`config.mk`:
```
export PLATFORM = sky130hd
export DESIGN_NAME = bmts_ctrl
export DESIGN_NICKNAME = d
export VERILOG_FILES = /design/src/rtl/core/bmts_pkg.sv /design/src/rtl/core/bmts_ctrl.sv
export SDC_FILE = /design/constraint.sdc
export NUM_CORES = 1
export LEC_CHECK = 0
export BUFFER_PORTS_ARGS = -buffer_cell sky130_fd_sc_hd__buf_2
export CAP_MARGIN = 10
export CORE_AREA = 2 2 39 41
export DETAILED_ROUTE_END_ITERATION = 10
export DIE_AREA = 0 0 41 43
export PLACE_DENSITY = 0.64
export SLEW_MARGIN = 30
export SYNTH_ARGS = -nofsm -noshare
export SYNTH_HDL_FRONTEND = slang
export SYNTH_SLANG_ARGS = --single-unit
```
`constraint.sdc`:
```
create_clock -name clk -period 1.4 [get_ports clk]
set_clock_uncertainty 0.2 [all_clocks]
set_input_delay 0.14 -clock clk [delete_from_list [all_inputs] [get_ports clk]]
set_output_delay 0.14 -clock clk [all_outputs]
set_load 0.01 [all_outputs]
```
`src/rtl/core/bmts_pkg.sv`:
```
// Shared constants and controller/datapath interface types for the bigram sampler.
// No dependencies.
package bmts_pkg;
	localparam int SYMBOLS     = 256;
	localparam int COUNT_BITS  = 32;
	localparam int SYM_BITS    = 8;
	localparam int FUNC_BITS   = 2;
	localparam int RND_BITS    = 32;
	localparam int ROW_BITS    = 40;
	localparam int GRAND_BITS  = 48;
	localparam int PAIR_DEPTH  = SYMBOLS * SYMBOLS;
	localparam int PAIR_AW     = $clog2(PAIR_DEPTH);
	localparam int ROW_AW      = $clog2(SYMBOLS);
	localparam int DIV_CW      = $clog2(RND_BITS);
	localparam int IN_BITS     = SYM_BITS + RND_BITS;
	localparam int OUT_BITS    = 16;

	localparam logic [SYM_BITS-1:0] DEFAULT_SYMBOL = 8'h65;

	localparam logic [FUNC_BITS-1:0] FUNC_PRIME   = 2'd0;
	localparam logic [FUNC_BITS-1:0] FUNC_OBSERVE = 2'd1;
	localparam logic [FUNC_BITS-1:0] FUNC_GEN_START = 2'd2;
	localparam logic [FUNC_BITS-1:0] FUNC_GEN_NEXT  = 2'd3;

	typedef struct packed {
		logic clr;
		logic take;
		logic obs_upd;
		logic gen_sel;
		logic div_step;
		logic scan;
		logic put;
	} bmts_cmd_t;

	typedef struct packed {
		logic clr_done;
		logic gen_empty;
		logic div_done;
		logic scan_done;
		logic out_free;
	} bmts_sts_t;
endpackage

```
`src/rtl/core/bmts_ctrl.sv`:
```
// Controller state machine of the bigram sampler.
// Depends on bmts_pkg for the command and status types.
module bmts_ctrl
	import bmts_pkg::*;
(
	input  logic                 clk,
	input  logic                 arst_n,
	input  logic                 in_valid,
	input  logic [FUNC_BITS-1:0] in_func,
	output logic                 in_ready,
	input  bmts_sts_t            sts,
	output bmts_cmd_t            cmd
);
	typedef enum logic [3:0] {
		ST_CLEAR, ST_IDLE, ST_OBS_RD, ST_OBS_WR, ST_GEN_RD, ST_GEN_SEL,
		ST_DIV, ST_SCAN, ST_PUT
	} state_t;

	state_t state_q;

	assign in_ready = (state_q == ST_IDLE);

	always_comb begin
		cmd          = '0;
		cmd.clr      = (state_q == ST_CLEAR);
		cmd.take     = (state_q == ST_IDLE) && in_valid;
		cmd.obs_upd  = (state_q == ST_OBS_WR);
		cmd.gen_sel  = (state_q == ST_GEN_SEL);
		cmd.div_step = (state_q == ST_DIV);
		cmd.scan     = (state_q == ST_SCAN);
		cmd.put      = (state_q == ST_PUT) && sts.out_free;
	end

	always_ff @(posedge clk or negedge arst_n) begin
		if (!arst_n) begin
			state_q <= ST_CLEAR;
		end else begin
			case (state_q)
				ST_CLEAR: begin
					if (sts.clr_done) state_q <= ST_IDLE;
				end
				ST_IDLE: begin
					if (in_valid) begin
						case (in_func)
							FUNC_PRIME:   state_q <= ST_IDLE;
							FUNC_OBSERVE: state_q <= ST_OBS_RD;
							default:      state_q <= ST_GEN_RD;
						endcase
					end
				end
				ST_OBS_RD:  state_q <= ST_OBS_WR;
				ST_OBS_WR:  state_q <= ST_IDLE;
				ST_GEN_RD:  state_q <= ST_GEN_SEL;
				ST_GEN_SEL: state_q <= sts.gen_empty ? ST_PUT : ST_DIV;
				ST_DIV: begin
					if (sts.div_done) state_q <= ST_SCAN;
				end
				ST_SCAN: begin
					if (sts.scan_done) state_q <= ST_PUT;
				end
				ST_PUT: begin
					if (sts.out_free) state_q <= ST_IDLE;
				end
				default: state_q <= ST_IDLE;
			endcase
		end
	end
endmodule

```
==> Yosys cells after proc, flatten, opt, wreduce, memory -nomap -nowiden <==
Cells that the tools add are included.
{ "classes": {"mux": 8, "eq_ne": 14, "n_reduce_logical": 5} }
{ "ops": {"columns": ["cell", "count"], "rows": [
  ["4-bit case mux with 8 select lines", 1],
  ["4-bit 2-to-1 mux", 6],
  ["4-bit by 3-bit equality test with 1-bit output, second input constant", 4],
  ["2-bit != test, second input constant", 5],
  ["4-bit by 2-bit equality test with 1-bit output, second input constant", 2],
  ["3-bit case mux with 2 select lines", 1],
  ["5-bit AND reduction", 1],
  ["4-bit by 1-bit equality test with 1-bit output, second input constant", 1],
  ["4-bit equality test, second input constant", 1],
  ["4-bit logical NOT", 1],
  ["2-bit by 1-bit equality test with 1-bit output, second input constant", 1],
  ["1-bit logical AND", 2],
  ["2-bit logical NOT", 1]
]} }
{ "totals": {"in_bits": 10, "ff_bits": 4, "elab_cells": 28, "out_inout_bits": 8} }

==> Longest topological paths before layout <==
Gate-level depths: netlist of run 1.
{ "logic_depth": {"word_depth": 4, "ltp_mapped": 6, "mapped_depth_nobuf": 4} }

==> Worst setup path after synthesis of run 1 <==
No wires, ideal clock.
{ "synth_path": {"path_kind": "register -> register", "from": "register state_q[2]", "to": "register state_q[0]", "setup_slack_ps": -227, "period_less_slack_ps": 1627, "required_time_ps": 1054, "path_stages_with_launch": 5, "setup_time_ps": 146, "arrival_time_ps": 1281, "n_path_buf": 2, "path_cell_list": "dfrtp_1 > buf_6 > buf_4 > nor4_1 > a21oi_1"} }
{ "synth_rtl": {"columns": ["element", "line", "text"], "rows": [
  ["from (decl)", "bmts_ctrl.sv:19", "state_t state_q;"],
  ["from (signal assigned)", "bmts_ctrl.sv:54", "ST_GEN_SEL: state_q <= sts.gen_empty ? ST_PUT : ST_DIV;"]
]} }

==> Final worst setup path of run 1 <==
{ "layout_path": {"from": "register state_q[2]", "to": "register state_q[2]"} }
{ "layout_via": {"elab_chain_cells": 3, "word_cells_on_any_way": 15, "classes_between": "eq/ne: 12; mux: 1; reduce/logical: 2"} }
{ "layout_rtl": {"columns": ["element", "line", "text"], "rows": [
  ["4-bit by 3-bit equality test with 1-bit output (tied with other cells)", "bmts_ctrl.sv:38", "case (state_q)"],
  ["2-bit != test (no source line)", null, null],
  ["5-bit AND reduction (no source line)", null, null]
]} }
Parallel ways exist; a longest one is shown, timed or not.
A chain may end at the register's enable or synchronous reset.

==> flow_metrics.tcl, run 1 <==
set metrics [dict create \
    grt_util_all_layers 0.1754 \
    max_slew.worst_pin.slew_ps 262.4 \
    crit_fanout 6 \
    top_register "state_q" \
    netlist_instances 48 \
    initial_core_util 0.3011 \
    max_stage_delay_ps 450 \
    dp.cells 92 \
    io_pins 18 \
    ys_warn_count 0 \
    clock_sinks 4 \
    place.port_buffers 17 \
    hpwl_um 948.8 \
    status "complete, but fails checks" \
    clock_latency_ps 240 \
    maxCapViolations 0 \
    yosysUniqueCellTypes 28 \
    core-area_um2 1384 \
    setup.worst_path.start_class "register" \
    path_delay_family "flip-flops" \
    drt_iter0_drc 4 \
    crit_path_top_delay_cell "dfrtp_2" \
    dp_slack_ps -233.4 \
    criticalPathCategory "reg2reg" \
    fin_crit_sh 1.184 \
    power_density_nw_per_um2 2084 \
    slew_viol_final 0 \
    grt_pass1_vias 497 \
    area_delta_synth_final_pct 102.7 \
    die_w_um 41 \
    rsz0062_at_grt "yes" \
    fin_ws_ps -257.5 \
    syn_area_um2 416.7 \
    grt_overflow 0 \
    synth_top_cell_by_area "dfrtp_1" \
    dieHeight_um 43 \
    clock-root-buffer "clkbuf_4" \
    drt-vias-per-instance 5.087 \
    first_pass_iters 2 \
    max_freq_ghz 0.6033 \
    required_ps 1320 \
    avgSynthCellArea_um2 8.680 \
    path_clk_slew_ps 40 \
    routed_wl_um 1436 \
    final_cells 104 \
    synth-seq-area-share 0.2402 \
    yosysTopAreaCellShare 0.2402 \
    crit_path_cell_trace "buf_6 > nor3_2 > o21ai_4 > nand2_2 > mux2_4" \
    synth_nets 58 \
    power_mw 1.760 \
    drive_above_1_share 0.7386 \
    grt_max_degree 9 \
    layout.nets 99 \
    ys_ff_latch 4 \
    remaining_drc_errors 0 \
    setup-violations-final 12 \
    finalHoldViolCount 0 \
    die_area_um2 1763 \
    fin_setup_tns_ps -2401 \
    cp.arrival_ps 1580 \
    cts_buffers 3 \
    post-route-util 0.6103 \
    holdCritPathClass "in2async" \
    cts_tree "done" \
    grt_pass1_wl_um 2076 \
    p_leak_nw 0.3793 \
    top_regs "state_q: 4 flops" \
    vdd_drop_max_mv 0.8990 \
    critPathBufInv 1 \
    critPathCaptureType "register" \
    cts.path.max_buffers 2 \
    avgRoutedWirePerCell_um 13.81 \
    rows 14 \
    antenna_found_initial 0 \
    num_antenna_cells 0 \
    violations "setup timing" \
    cts.htree.levels 1 \
    largest_reg_flops 4 \
    gp_congestion 0.7704 \
    num_vias 529 \
    drtAntennaViolNets 0 \
    fin_crit_ps 1658 \
    synthTopCellsByArea "dfrtp_1 (24%), buf_6 (5.4%), a21oi_1 (4.8%)" \
    relSlewSlack 0.8251 \
]
==> per-layer routing <==
layer,part of all wire,vias up,GRT usage
li1,-,261,-
met1,0.43,254,0.2117
met2,0.52,14,0.2938
met3,0.049,0,0.06283
met4,0,0,0.02000
met5,0,-,0
==> synth_stat cells <==
cell type,n
a21oi_1,4
nand2_2,1
nor3_1,4
and4b_1,1
buf_6,2
a31oi_1,1
inv_1,3
a32o_1,1
buf_4,1
o21ai_4,1
nor4_1,2
mux2_4,1
o21ai_2,1
nor4bb_2,1
nor4bb_1,1
and2b_4,1
and3b_4,1
o211ai_1,1
o32ai_1,1
dfrtp_1,4
nor2_1,4
nand2b_1,1
nor2b_1,2
nor4b_2,1
nand2_1,1
and2_1,1
o21ai_0,4
or2_2,1
==> layout by cell type (no fill, tap or decap), types with 2 or more instances in the layout <==
| cell | instances |
|---|---|
| o21ai_2 | 2 |
| buf_4 | 10 |
| a21oi_1 | 4 |
| nor2_4 | 2 |
| dlygate4sd3_1 | 2 |
| inv_1 | 2 |
| nor3_2 | 3 |
| dfrtp_2 | 3 |
| clkbuf_4 | 3 |
| buf_6 | 11 |
| o21ai_0 | 2 |
| nor2b_1 | 2 |
| nor2_1 | 2 |
| buf_2 | 16 |
==> stage by stage <==
step | hold slack [ps] | area (µm²)
after global placement | -252.4 | 631.9
after global routing | 47.19 | 844.6
after detailed placement | -252.3 | 631.9
final | 42.02 | 844.6
after floorplan | -355.6 | 451.7
after CTS | 24.80 | 765.7
==> power breakdown <==
part	internal (mW)	switching, mW	leakage [nW]
logic	0.744	0.564	0.318
registers	0.170	0.118	0.0468
clock network	0.108	0.0573	0.0150
==> cell type report <==
type,instances,area [µm²]
repair buffers,39,299.0
flip-flops and latches,4,103.9
inverters,3,13.76
clock buffers,4,26.28
well taps,16,20.02
fillers,124,539.3
multi-input cells,38,381.6
==> worst paths after layout <==
kind	startpoint	end	slack, ps	depth (start not counted)
worst max-delay path	state_q[2]	state_q[2]	-260	5
worst min-delay path	arst_n	state_q[1]	40	2
worst max register to register	state_q[2]	state_q[2]	-260	5
worst min register to register	state_q[2]	state_q[3]	520	2
max in group asynchronous	arst_n	state_q[0]	820	2
min in group clk	sts[1]	state_q[0]	80	4
==> cell families (layout without fill, tap and decap cells) <==
| logic type | Yosys count | count (layout) | share of synthesized area |
|---|---|---|---|
| AOI/OAI and AO/OA | 14 | 14 | 0.2343 |
| muxes | 1 | 1 | 0.03603 |
| buffers and inverters | 6 | 46 | 0.09910 |
| and+or+nand+nor | 23 | 23 | 0.3904 |
| DFF | 4 | 4 | 0.2402 |
==> timing repair <==
item | CTS | global route
resized for setup | 19 | 14
hold buffers | 2 | 0
endpoints found under the setup margin | 12 | 12
endpoints found under the hold margin | 5 | 0
setup buffers | 4 | 3
pin swaps | 6 | 7
(Power assumes the default switching activity.)
==> run 2: changes to the inputs <==
Settings changed: PLACE_DENSITY 0.64 to 0.62.
Clock period 1.4 ns to 2.12 ns, I/O delays scaled along.
==> run 2 against run 1 <==
- clock power is 45% lower
- design area decreased by 38%
- count of clock-buffer cells in the layout down 1
- the run now ends clean
- critical path depth unchanged
- flip-flop and latch count is the same
- cell count is 21% lower
- critical endpoint is now cmd[5]
- via count shrank 21%
==> flow_metrics.tcl, run 2 (synthesis gave the netlist of run 1 again) <==
set metrics [dict create \
    status "complete, no violations" \
    drive_above_1_share 0.4394 \
    clock_sinks 4 \
    grt_util_all_layers 0.1188 \
    register_area_um2 100.1 \
    slew_viol_final 0 \
    cts.htree.levels 1 \
    first_pass_iters 2 \
    hold-path-cell-count 3 \
    setup.worst_path.start_class "register" \
    routed_wl_um 916 \
    mostFrequentLayoutCell "buf_2" \
    multi_input_area_um2 275.3 \
    crit_start "state_q[1]" \
    initial_core_util 0.3011 \
    area_delta_synth_final_pct 25.83 \
    cp.arrival_ps 1480 \
    path_clk_slew_ps 40 \
    finalHoldViolCount 0 \
    r2r_end "state_q[2]" \
    fin_setup_tns_ps 0 \
    min_from "sts[4]" \
    required_ps 1710 \
    remaining_drc_errors 0 \
    grt_overflow 0 \
    setup-violations-final 0 \
    fin_crit_sh 0.8913 \
    hpwl_um 731.9 \
    critPathCapture "cmd[5]" \
    drtAntennaViolNets 0 \
    die_w_um 41 \
    avgRoutedWirePerCell_um 11.17 \
    num_antenna_cells 0 \
    dieHeight_um 43 \
    dp.cells 78 \
    rows 14 \
    dp_slack_ps 338.7 \
    fin_crit_ps 1889 \
    cts_buffers 3 \
    largest_reg_flops 4 \
    clock_latency_ps 230 \
    vdd_drop_max_mv 0.2857 \
    power_density_nw_per_um2 1244 \
    cts_resized 0 \
    max_freq_ghz 0.5293 \
    rsz0062_at_grt "no" \
    crit_fanout 10 \
    holdCritPathClass "in2reg" \
    worstRegToRegCells 4 \
    cts_tree "done" \
    criticalPathCategory "reg2out" \
    grt_max_degree 19 \
    grt_pass1_wl_um 1462 \
    place.port_buffers 17 \
    gp_congestion 0.6819 \
    top_register "state_q" \
    num_vias 417 \
    reg2reg_from "state_q[2]" \
    drt_iter0_drc 2 \
    final_cells 82 \
    ff2ff_setup_slack_ps 330 \
    num-fill-cells 159 \
    grt_pass1_vias 376 \
    die_area_um2 1763 \
    fin_ws_ps 230.5 \
    maxCapViolations 0 \
    critPathCaptureType "primary output" \
    top_regs "state_q: 4 flops" \
    antenna_found_initial 0 \
    max_slew.worst_pin.slew_ps 494.5 \
    layout.nets 78 \
    drt-vias-per-instance 5.085 \
    io_pins 18 \
    cts.path.max_buffers 2 \
    relSlewSlack 0.6703 \
    core-area_um2 1384 \
    p_leak_nw 0.2462 \
    clock-root-buffer "clkbuf_4" \
]
[run 2: worst min-delay path by stage]
stage	end	slack (ps)
floorplan	state_q[0]	-280
global placement	state_q[3]	-180
detailed placement	state_q[3]	-180
CTS	state_q[0]	20
global route	state_q[0]	30
finish	state_q[0]	30
[run 2: cell type report]
cell class | count | area share
flip-flops and latches | 4 | 0.1909
repair buffers | 18 | 0.1814
multi-input cells | 38 | 0.5251
clock buffers | 3 | 0.04296
well taps | 16 | 0.03819
inverters | 3 | 0.02148
[run 2: what timing repair did]
| item | in CTS | in global routing |
|---|---|---|
| buffers inserted | 0 | 0 |
| hold buffers | 1 | 0 |
| setup endpoints to repair | 0 | 0 |
| endpoints found under the hold margin | 4 | 0 |
[run 2: per-stage QoR]
stage / hold slack [ps] / util / area (µm²) / total power [mW]
finish: 27.64 / 0.3788 / 524.3 / 0.6522
floorplan: -283.6 / - / 416.7 / 0.4941
detailed placement: -178.4 / 0.3553 / 491.7 / 0.5618
global route: 31.01 / 0.3788 / 524.3 / 0.7112
global placement: -181.6 / 0.3553 / 491.7 / 0.5652
CTS: 16.00 / 0.3788 / 524.3 / 0.6585
[run 2: critical path: stages, from the launching register on]
cell and delay, ps:
dfrtp_1 490, inv_1 200, nand2_1 120, nor3_1 180, and2_1 140, buf_2 120
[run 2: layer usage]
metal  vias up  part of all wire  global-route usage
met5         -                 0                   0
met4         0                 0             0.06000
met3         0             0.051             0.01571
met2        12              0.47              0.1938
met1       189              0.48              0.1429
li1        216                 -                   -
[run 2: report_power, final]
group	leakage, nW	total (mW)	switching (mW)	internal (mW)
clock network	0.0138	0.0904	0.0274	0.0631
logic	0.182	0.368	0.180	0.188
registers	0.0504	0.194	0.0876	0.107
